### config.mk
export PLATFORM = sky130hd
export DESIGN_NAME = line_follow_pid_speed_control
export DESIGN_NICKNAME = d
export VERILOG_FILES = /design/src/sv/lfpsc_pkg.sv /design/src/sv/lfpsc_ramp.sv /design/src/sv/lfpsc_pid.sv /design/src/sv/lfpsc_mix.sv /design/src/sv/line_follow_pid_speed_control.sv
export SDC_FILE = /design/constraint.sdc
export NUM_CORES = 2
export LEC_CHECK = 0
export BUFFER_PORTS_ARGS = -buffer_cell sky130_fd_sc_hd__buf_2
export CORE_ASPECT_RATIO = 0.75
export CORE_MARGIN = 5
export CORE_UTILIZATION = 60
export DETAILED_ROUTE_END_ITERATION = 8
export MAX_ROUTING_LAYER = met4
export PLACE_DENSITY = 0.83
export SLEW_MARGIN = 0
export SYNTH_ARGS = -nofsm -noshare
export SYNTH_HDL_FRONTEND = slang
export SYNTH_HIERARCHICAL = 1
export SYNTH_SLANG_ARGS = --single-unit
### constraint.sdc
create_clock -name clk -period 24 [get_ports clk]
set_clock_uncertainty 0.2 [all_clocks]
set_input_delay 7.2 -clock clk [delete_from_list [all_inputs] [get_ports clk]]
set_output_delay 7.2 -clock clk [all_outputs]
set_load 0.01 [all_outputs]
### src/sv/lfpsc_pkg.sv
// shared types, constants and helpers for the line follower speed controller
`default_nettype none

package lfpsc_pkg;

  // field widths
  localparam int SENSE_W   = 10;
  localparam int POS_W     = 13;
  localparam int SPEED_W   = 9;
  localparam int THRESH_W  = 12;
  localparam int GAIN_W    = 16;
  localparam int CFG_IDX_W = 3;
  localparam int CFG_DATA_W = 16;

  // internal arithmetic widths
  localparam int ERR_W    = 13;
  localparam int INTEG_W  = 16;
  localparam int INC_W    = 11;
  localparam int EFFORT_W = 34;
  localparam int RAW_W    = 35;

  // controller constants
  localparam logic [POS_W-1:0]          POS_MAX       = 13'd5000;
  localparam logic signed [ERR_W:0]     POS_CENTER    = 14'sd1500;
  localparam logic signed [INTEG_W:0]   INTEG_RESET_ABOVE = 17'sd10000;
  localparam logic signed [INTEG_W:0]   INTEG_MIN     = -17'sd32768;
  localparam logic [3:0]                CENTER_LIMIT  = 4'd8;
  localparam logic [2:0]                OFF_LIMIT     = 3'd4;
  localparam logic signed [INC_W-1:0]   INC_MAX       = 11'sd1023;
  localparam logic signed [INC_W-1:0]   INC_MIN       = 11'h400;

  // register indexes of the configuration port
  typedef enum logic [CFG_IDX_W-1:0] {
    REG_THRESH_RIGHT = 3'd0,
    REG_THRESH_LEFT  = 3'd1,
    REG_GAIN_P       = 3'd2,
    REG_GAIN_I       = 3'd3,
    REG_GAIN_D       = 3'd4,
    REG_CRUISE_SPEED = 3'd5,
    REG_SLOW_SPEED   = 3'd6,
    REG_SPEED_CAP    = 3'd7
  } reg_index_t;

  // input beat
  typedef struct packed {
    logic [SENSE_W-1:0] sense_a;
    logic [SENSE_W-1:0] sense_b;
    logic [SENSE_W-1:0] sense_c;
    logic [SENSE_W-1:0] sense_d;
    logic [SENSE_W-1:0] sense_e;
    logic [SENSE_W-1:0] sense_f;
    logic [POS_W-1:0]   line_position;
    logic               near_obstacle;
  } in_beat_t;

  // result beat
  typedef struct packed {
    logic [SPEED_W-1:0] left_speed;
    logic [SPEED_W-1:0] right_speed;
    logic               at_intersection;
  } out_beat_t;

  // pid gains, unsigned q0.16
  typedef struct packed {
    logic [GAIN_W-1:0] gain_p;
    logic [GAIN_W-1:0] gain_i;
    logic [GAIN_W-1:0] gain_d;
  } pid_gains_t;

  // full register set
  typedef struct packed {
    logic [THRESH_W-1:0] thresh_right;
    logic [THRESH_W-1:0] thresh_left;
    pid_gains_t          gains;
    logic [SPEED_W-1:0]  cruise_speed;
    logic [SPEED_W-1:0]  slow_speed;
    logic [SPEED_W-1:0]  speed_cap;
  } cfg_regs_t;

  localparam cfg_regs_t CFG_RESET = '{
    thresh_right: 12'd4095,
    thresh_left:  12'd4095,
    gains:        '{gain_p: 16'd5243, gain_i: 16'd7, gain_d: 16'd24576},
    cruise_speed: 9'd300,
    slow_speed:   9'd100,
    speed_cap:    9'd420
  };

  // per-sample control into the speed ramp
  typedef struct packed {
    logic centered;
    logic near;
  } ramp_ctl_t;

  // floor a q16 level to an integer speed and clamp it to 0..top
  function automatic logic [SPEED_W-1:0] clamp_speed(input logic signed [RAW_W-1:0] q16,
                                                     input logic [SPEED_W-1:0] top);
    logic [SPEED_W-1:0] res;
    if (q16 < 0) begin
      res = '0;
    end else if (q16[RAW_W-1:16] > (RAW_W-16)'(top)) begin
      res = top;
    end else begin
      res = q16[16+SPEED_W-1:16];
    end
    return res;
  endfunction

endpackage

`default_nettype wire

### src/sv/lfpsc_ramp.sv
// speed increment ramp driven by centered and off-center sample runs
`default_nettype none

module lfpsc_ramp
  import lfpsc_pkg::*;
(
  input  wire logic                    clk,
  input  wire logic                    rst,
  input  wire logic                    step,
  input  wire ramp_ctl_t               ctl,
  output logic signed [INC_W-1:0]      incr_next
);

  logic [3:0]              centered_count, centered_count_next;
  logic [2:0]              off_count, off_count_next;
  logic signed [INC_W-1:0] speed_increment;
  logic [3:0]              centered_inc;
  logic [2:0]              off_inc;
  logic signed [INC_W-1:0] ramped;

  assign centered_inc = centered_count + 4'd1;
  assign off_inc      = off_count + 3'd1;

  // run counters and saturating step of the increment
  always_comb begin
    centered_count_next = centered_count;
    off_count_next      = off_count;
    ramped              = speed_increment;
    if (ctl.centered) begin
      centered_count_next = centered_inc;
      off_count_next      = '0;
      if (centered_inc > CENTER_LIMIT) begin
        centered_count_next = '0;
        if (speed_increment != INC_MAX) begin
          ramped = speed_increment + 11'sd1;
        end
      end
    end else begin
      off_count_next      = off_inc;
      centered_count_next = '0;
      if (off_inc > OFF_LIMIT) begin
        off_count_next = '0;
        if (speed_increment != INC_MIN) begin
          ramped = speed_increment - 11'sd1;
        end
      end
    end
  end

  // near obstacle drops the increment
  assign incr_next = ctl.near ? '0 : ramped;

  // state update once per processed beat
  always_ff @(posedge clk) begin
    if (rst) begin
      centered_count  <= '0;
      off_count       <= '0;
      speed_increment <= '0;
    end else if (step) begin
      centered_count  <= centered_count_next;
      off_count       <= off_count_next;
      speed_increment <= incr_next;
    end
  end

endmodule

`default_nettype wire

### src/sv/lfpsc_pid.sv
// pid steering effort on the line position, q16 result
`default_nettype none

module lfpsc_pid
  import lfpsc_pkg::*;
(
  input  wire logic                     clk,
  input  wire logic                     rst,
  input  wire logic                     step,
  input  wire logic [POS_W-1:0]         line_position,
  input  wire pid_gains_t               gains,
  output logic signed [EFFORT_W-1:0]    effort
);

  logic signed [INTEG_W-1:0] integral_sum, integral_sum_next;
  logic signed [ERR_W-1:0]   prev_error;
  logic [POS_W-1:0]          pos_c;
  logic signed [ERR_W:0]     err_wide;
  logic signed [ERR_W-1:0]   err;
  logic signed [INTEG_W:0]   integ_raw;
  logic signed [ERR_W:0]     diff;
  logic signed [29:0]        p_term;
  logic signed [32:0]        i_term;
  logic signed [30:0]        d_term;

  // error around the center position
  assign pos_c    = (line_position > POS_MAX) ? POS_MAX : line_position;
  assign err_wide = $signed({1'b0, pos_c}) - POS_CENTER;
  assign err      = err_wide[ERR_W-1:0];

  // integral with reset above the limit and floor saturation
  assign integ_raw = (INTEG_W+1)'(integral_sum) + (INTEG_W+1)'(err);
  always_comb begin
    if (integ_raw > INTEG_RESET_ABOVE) begin
      integral_sum_next = '0;
    end else if (integ_raw < INTEG_MIN) begin
      integral_sum_next = INTEG_MIN[INTEG_W-1:0];
    end else begin
      integral_sum_next = integ_raw[INTEG_W-1:0];
    end
  end

  // derivative
  assign diff = (ERR_W+1)'(err) - (ERR_W+1)'(prev_error);

  // three independent gain products
  assign p_term = $signed({1'b0, gains.gain_p}) * err;
  assign i_term = $signed({1'b0, gains.gain_i}) * integral_sum_next;
  assign d_term = $signed({1'b0, gains.gain_d}) * diff;

  assign effort = EFFORT_W'(p_term) + EFFORT_W'(i_term) + EFFORT_W'(d_term);

  // state update once per processed beat
  always_ff @(posedge clk) begin
    if (rst) begin
      integral_sum <= '0;
      prev_error   <= '0;
    end else if (step) begin
      integral_sum <= integral_sum_next;
      prev_error   <= err;
    end
  end

endmodule

`default_nettype wire

### src/sv/lfpsc_mix.sv
// differential drive mixing of base level and pid effort with clamping
`default_nettype none

module lfpsc_mix
  import lfpsc_pkg::*;
(
  input  wire logic [SPEED_W-1:0]        base,
  input  wire logic signed [INC_W-1:0]   incr,
  input  wire logic signed [EFFORT_W-1:0] effort,
  input  wire logic [SPEED_W-1:0]        speed_cap,
  output logic [SPEED_W-1:0]             left_speed,
  output logic [SPEED_W-1:0]             right_speed
);

  logic signed [INC_W:0]   level;
  logic signed [RAW_W-1:0] level_q16;
  logic signed [RAW_W-1:0] raw_left;
  logic signed [RAW_W-1:0] raw_right;

  // base plus increment, scaled to q16
  assign level     = $signed({3'b000, base}) + (INC_W+1)'(incr);
  assign level_q16 = RAW_W'($signed({level, 16'h0000}));

  // left slows with positive effort, right speeds up
  assign raw_left  = level_q16 - RAW_W'(effort);
  assign raw_right = level_q16 + RAW_W'(effort);

  assign left_speed  = clamp_speed(raw_left, speed_cap);
  assign right_speed = clamp_speed(raw_right, speed_cap);

endmodule

`default_nettype wire

### src/sv/line_follow_pid_speed_control.sv
// a result beat is held in the input register and then moves on to the result register
// throughput: one beat per cycle while out_ready is high; a stalled result holds the
// input register, and in_ready drops once both registers are full and out_ready is low
// the whole step runs in one pass from the input register to the result register,
// its depth set by the three gain multipliers feeding the effort sum and clamps
// reset: synchronous, clears valids, pid and ramp state, loads register defaults
`default_nettype none

module line_follow_pid_speed_control
  import lfpsc_pkg::*;
(
  input  wire logic                  clk,
  input  wire logic                  rst,
  input  wire logic                  in_valid,
  output logic                       in_ready,
  input  wire in_beat_t              in_beat,
  output logic                       out_valid,
  input  wire logic                  out_ready,
  output out_beat_t                  out_beat,
  input  wire logic                  cfg_we,
  input  wire logic [CFG_IDX_W-1:0]  cfg_index,
  input  wire logic [CFG_DATA_W-1:0] cfg_data
);

  cfg_regs_t               cfg;
  logic                    s1_valid;
  in_beat_t                s1_beat;
  logic                    advance;
  logic [THRESH_W-1:0]     sum_r;
  logic [THRESH_W-1:0]     sum_l;
  logic [SENSE_W:0]        pair_r;
  logic [SENSE_W:0]        pair_l;
  ramp_ctl_t               ramp_ctl;
  logic signed [INC_W-1:0] incr_next;
  logic signed [EFFORT_W-1:0] effort;
  logic [SPEED_W-1:0]      base;
  out_beat_t               result;

  // configuration registers
  always_ff @(posedge clk) begin
    if (rst) begin
      cfg <= CFG_RESET;
    end else if (cfg_we) begin
      unique case (reg_index_t'(cfg_index))
        REG_THRESH_RIGHT: cfg.thresh_right       <= cfg_data[THRESH_W-1:0];
        REG_THRESH_LEFT:  cfg.thresh_left        <= cfg_data[THRESH_W-1:0];
        REG_GAIN_P:       cfg.gains.gain_p       <= cfg_data[GAIN_W-1:0];
        REG_GAIN_I:       cfg.gains.gain_i       <= cfg_data[GAIN_W-1:0];
        REG_GAIN_D:       cfg.gains.gain_d       <= cfg_data[GAIN_W-1:0];
        REG_CRUISE_SPEED: cfg.cruise_speed       <= cfg_data[SPEED_W-1:0];
        REG_SLOW_SPEED:   cfg.slow_speed         <= cfg_data[SPEED_W-1:0];
        REG_SPEED_CAP:    cfg.speed_cap          <= cfg_data[SPEED_W-1:0];
        default: ;
      endcase
    end
  end

  // input register, moves on when the result register is free
  assign advance  = s1_valid && (!out_valid || out_ready);
  assign in_ready = !s1_valid || advance;

  always_ff @(posedge clk) begin
    if (rst) begin
      s1_valid <= 1'b0;
    end else if (in_ready) begin
      s1_valid <= in_valid;
    end
  end

  always_ff @(posedge clk) begin
    if (in_valid && in_ready) begin
      s1_beat <= in_beat;
    end
  end

  // intersection detect on the two three-sensor sums
  assign sum_r = THRESH_W'(s1_beat.sense_a) + THRESH_W'(s1_beat.sense_b)
               + THRESH_W'(s1_beat.sense_c);
  assign sum_l = THRESH_W'(s1_beat.sense_d) + THRESH_W'(s1_beat.sense_e)
               + THRESH_W'(s1_beat.sense_f);

  // centered when an inner sensor outweighs its two outer neighbors
  assign pair_r = (SENSE_W+1)'(s1_beat.sense_a) + (SENSE_W+1)'(s1_beat.sense_b);
  assign pair_l = (SENSE_W+1)'(s1_beat.sense_e) + (SENSE_W+1)'(s1_beat.sense_f);
  assign ramp_ctl.centered = ((SENSE_W+1)'(s1_beat.sense_c) > pair_r)
                          || ((SENSE_W+1)'(s1_beat.sense_d) > pair_l);
  assign ramp_ctl.near     = s1_beat.near_obstacle;

  lfpsc_ramp u_ramp (
    .clk       (clk),
    .rst       (rst),
    .step      (advance),
    .ctl       (ramp_ctl),
    .incr_next (incr_next)
  );

  lfpsc_pid u_pid (
    .clk           (clk),
    .rst           (rst),
    .step          (advance),
    .line_position (s1_beat.line_position),
    .gains         (cfg.gains),
    .effort        (effort)
  );

  assign base = s1_beat.near_obstacle ? cfg.slow_speed : cfg.cruise_speed;

  lfpsc_mix u_mix (
    .base        (base),
    .incr        (incr_next),
    .effort      (effort),
    .speed_cap   (cfg.speed_cap),
    .left_speed  (result.left_speed),
    .right_speed (result.right_speed)
  );

  assign result.at_intersection = (sum_l > cfg.thresh_left) && (sum_r > cfg.thresh_right);

  // result register
  always_ff @(posedge clk) begin
    if (rst) begin
      out_valid <= 1'b0;
    end else if (advance) begin
      out_valid <= 1'b1;
    end else if (out_ready) begin
      out_valid <= 1'b0;
    end
  end

  always_ff @(posedge clk) begin
    if (advance) begin
      out_beat <= result;
    end
  end

endmodule

`default_nettype wire

==> impl_metrics.tcl <==
set metrics [dict create \
    synth_top_area_share_pct 31.6 \
    period_minus_slack_ps 18600 \
    antenna_found_initial 3 \
    routedWlPerCell_um 21.1 \
    start_util_pct 60.2 \
    setup_ws_ps 5400 \
    h-tree-depth 1 \
    tightest_slew_ps 1330 \
    crit_family "adder cells" \
    max_freq_mhz 53.8 \
    outcome "completed" \
    finalHoldViolCount 0 \
    path_buf_inv 8 \
    gr-usage-all-layers_pct 32.2 \
    synth_cells 4641 \
    cts_hold_buf 0 \
    cts_tree "built" \
    slew_headroom_pct 10.8 \
    core-area_um2 69800 \
    hpwl_um 95400 \
    die_h_um 239 \
    drive_above_1_share_pct 6.70 \
    finalSetupTns_ps 0 \
    ios 119 \
    rows 84 \
    postRouteAntennaNets 0 \
    ys_dominant_reg_cell "dfxtp_1" \
    clock_latency_ps 600 \
    port-buffer-count 118 \
    cts_buffers 28 \
    via_count 33400 \
    cts_setup_buffers 0 \
    startpoint_type "flip-flop" \
    crit_type "reg -> reg" \
    die_area_um2 75500 \
    wl_um 118000 \
    grt_pass1_vias 34000 \
    syn2layout_area_growth_pct 5.42 \
    fp.dieW_um 316 \
    slowest_stage "a311oi_2" \
    rsz0062_at_grt "no" \
    drtIter0Drc 3664 \
    arrival_ps 18690 \
    via_per_inst 5.97 \
    final_nets 5827 \
    cts-root-buf "clkbuf_16" \
    drv_cap 0 \
    ys_ff_latch 241 \
    grt_start_max_net_pins 109 \
    cts_resized 0 \
    synth_edf_count 93 \
    fin_cells 5593 \
    drc_errors 0 \
    numPlacedInstances 5537 \
    synthTopCellsByArea "fa_1 32%, ha_1 13%, inv_1 7.7%" \
    gp_congestion 1.02 \
    timing.final.max_slew_violations 0 \
    synth_nets 5847 \
    period_share_pct 77.5 \
    crit_top_cell "fa_1" \
    path_max_fanout 108 \
    grt.overflow.total 0 \
    syn_area_um2 42000 \
    hold_class "reg -> reg" \
    ys_warn_count 6 \
    firstDrtPassIters 6 \
    cts.clk_slew.worst_paths_ps 70 \
    synth_cell_types 116 \
    synth_seq_area_share_pct 13.7 \
    critPathMaxStageDelay_ps 810 \
    clock_sinks 241 \
    syn_area_per_cell_um2 9.05 \
    yosysTopAreaCell "fa_1" \
    endpoint_kind "flip-flop" \
    async_flop_share_pct 0 \
    cts_max_path_buffers 3 \
    cp.required_ps 24090 \
    finalSetupViolations 0 \
    grt_pass1_wl_um 186000 \
    pre_cts_slack_ps 5820 \
]
-- per-stage QoR --
step | util (%) | hold slack, ps | cell area (µm²)
floorplan | - | 245 | 42000
global placement | 62.0 | 246 | 43300
detailed placement | 62.0 | 260 | 43300
CTS | 63.5 | 269 | 44300
global route | 63.5 | 288 | 44300
finish | 63.5 | 268 | 44300
-- state kept, by name (all words and copies together), names as in the netlist, 3 cells and up --
name and cells:
u_ramp/centered_count 4, s1_beat 73, cfg 99, u_ramp/off_count 3, u_ramp/speed_increment 11, u_pid/prev_error 13, u_pid/integral_sum 16, out_beat 19
-- cell type report --
class	count	area, µm²
clock inverters	16	246
clock buffers	35	779
flip-flops and latches	241	5760
multi-input cells	3319	32100
well taps	946	1180
diodes	5	12.5
fillers	5710	25500
inverters	865	3250
repair buffers	166	953
-- cells in the mapped netlist, types with 10 or more instances --
library cell	instances
a211o_1	40
a211oi_1	23
a21o_1	42
a21oi_1	187
a31oi_1	17
and2_1	134
and3_1	166
buf_2	33
buf_4	15
buf_6	10
clkbuf_1	151
dfxtp_1	148
edfxtp_1	93
fa_1	663
ha_1	445
inv_1	864
mux2_2	11
mux2i_1	51
nand2_1	473
nand2b_1	89
nand3_1	130
nand3b_1	23
nand4_1	35
nor2_1	185
nor2b_1	44
nor3_1	48
nor4_1	14
o211ai_1	16
o21a_1	23
o21ai_0	67
o21bai_1	20
o31ai_1	17
or2_2	20
or3_1	14
xnor2_1	79
xor2_1	33
-- worst register-to-register path: cells and delay by family (launching register included) --
family                   cells  cell delay (ps)
AO/OA/AOI/OAI               19             5370
XOR/XNOR                     3             1150
adder cells (fa/ha/maj)     14             6380
buffers and inverters        8             1490
flip-flops                   1              580
multiplexers                 1              210
AND/OR/NAND/NOR             11             2910
-- worst paths after layout --
check | startpoint | endpoint | slack, ps | cells past startpoint
hold reg to reg | cfg[39] | cfg[39] | 270 | 2
setup / recovery | s1_beat[1] | out_beat[16] | 5400 | 56
hold / removal | cfg[39] | cfg[39] | 270 | 2
setup reg to reg | s1_beat[1] | out_beat[16] | 5400 | 56
-- kinds of logic after synthesis --
kind of cell             synth area share [%]
adder cells (fa/ha/maj)                  44.8
XOR/XNOR                                 2.33
flip-flops                               13.7
AND/OR/NAND/NOR                          17.8
AO/OA/AOI/OAI                            9.79
buffers and inverters                    10.1
multiplexers                             1.51
-- layout by cell type, fill, tap and decap left out, drive strengths merged, types with 35 or more instances in the layout --
| master | n |
|---|---|
| buf | 166 |
| a21oi | 190 |
| nand4 | 38 |
| nand2 | 473 |
| a21o | 42 |
| and3 | 166 |
| o21ai | 78 |
| nor2b | 45 |
| a211o | 40 |
| nand3 | 130 |
| mux2i | 51 |
| xnor2 | 79 |
| fa | 663 |
| edfxtp | 93 |
| inv | 866 |
| nand2b | 91 |
| dfxtp | 148 |
| ha | 445 |
| clkbuf | 35 |
| nor2 | 189 |
| nor3 | 53 |
| and2 | 136 |
-- routing by layer --
layer  up-vias  wire length [µm]  global-route usage, %  part of all wire, %
met5         -                 0                      -                    0
met1     16300             48400                   44.1                   41
met2      1858             50000                   45.9                   42
met3       291             14700                   10.1                   12
met4         0              4820                   10.8                  4.1
li1      15000                 -                      -                    -
Power is not shown: default switching activity piles up to over one toggle a cycle in this logic, so the estimate is an artifact.
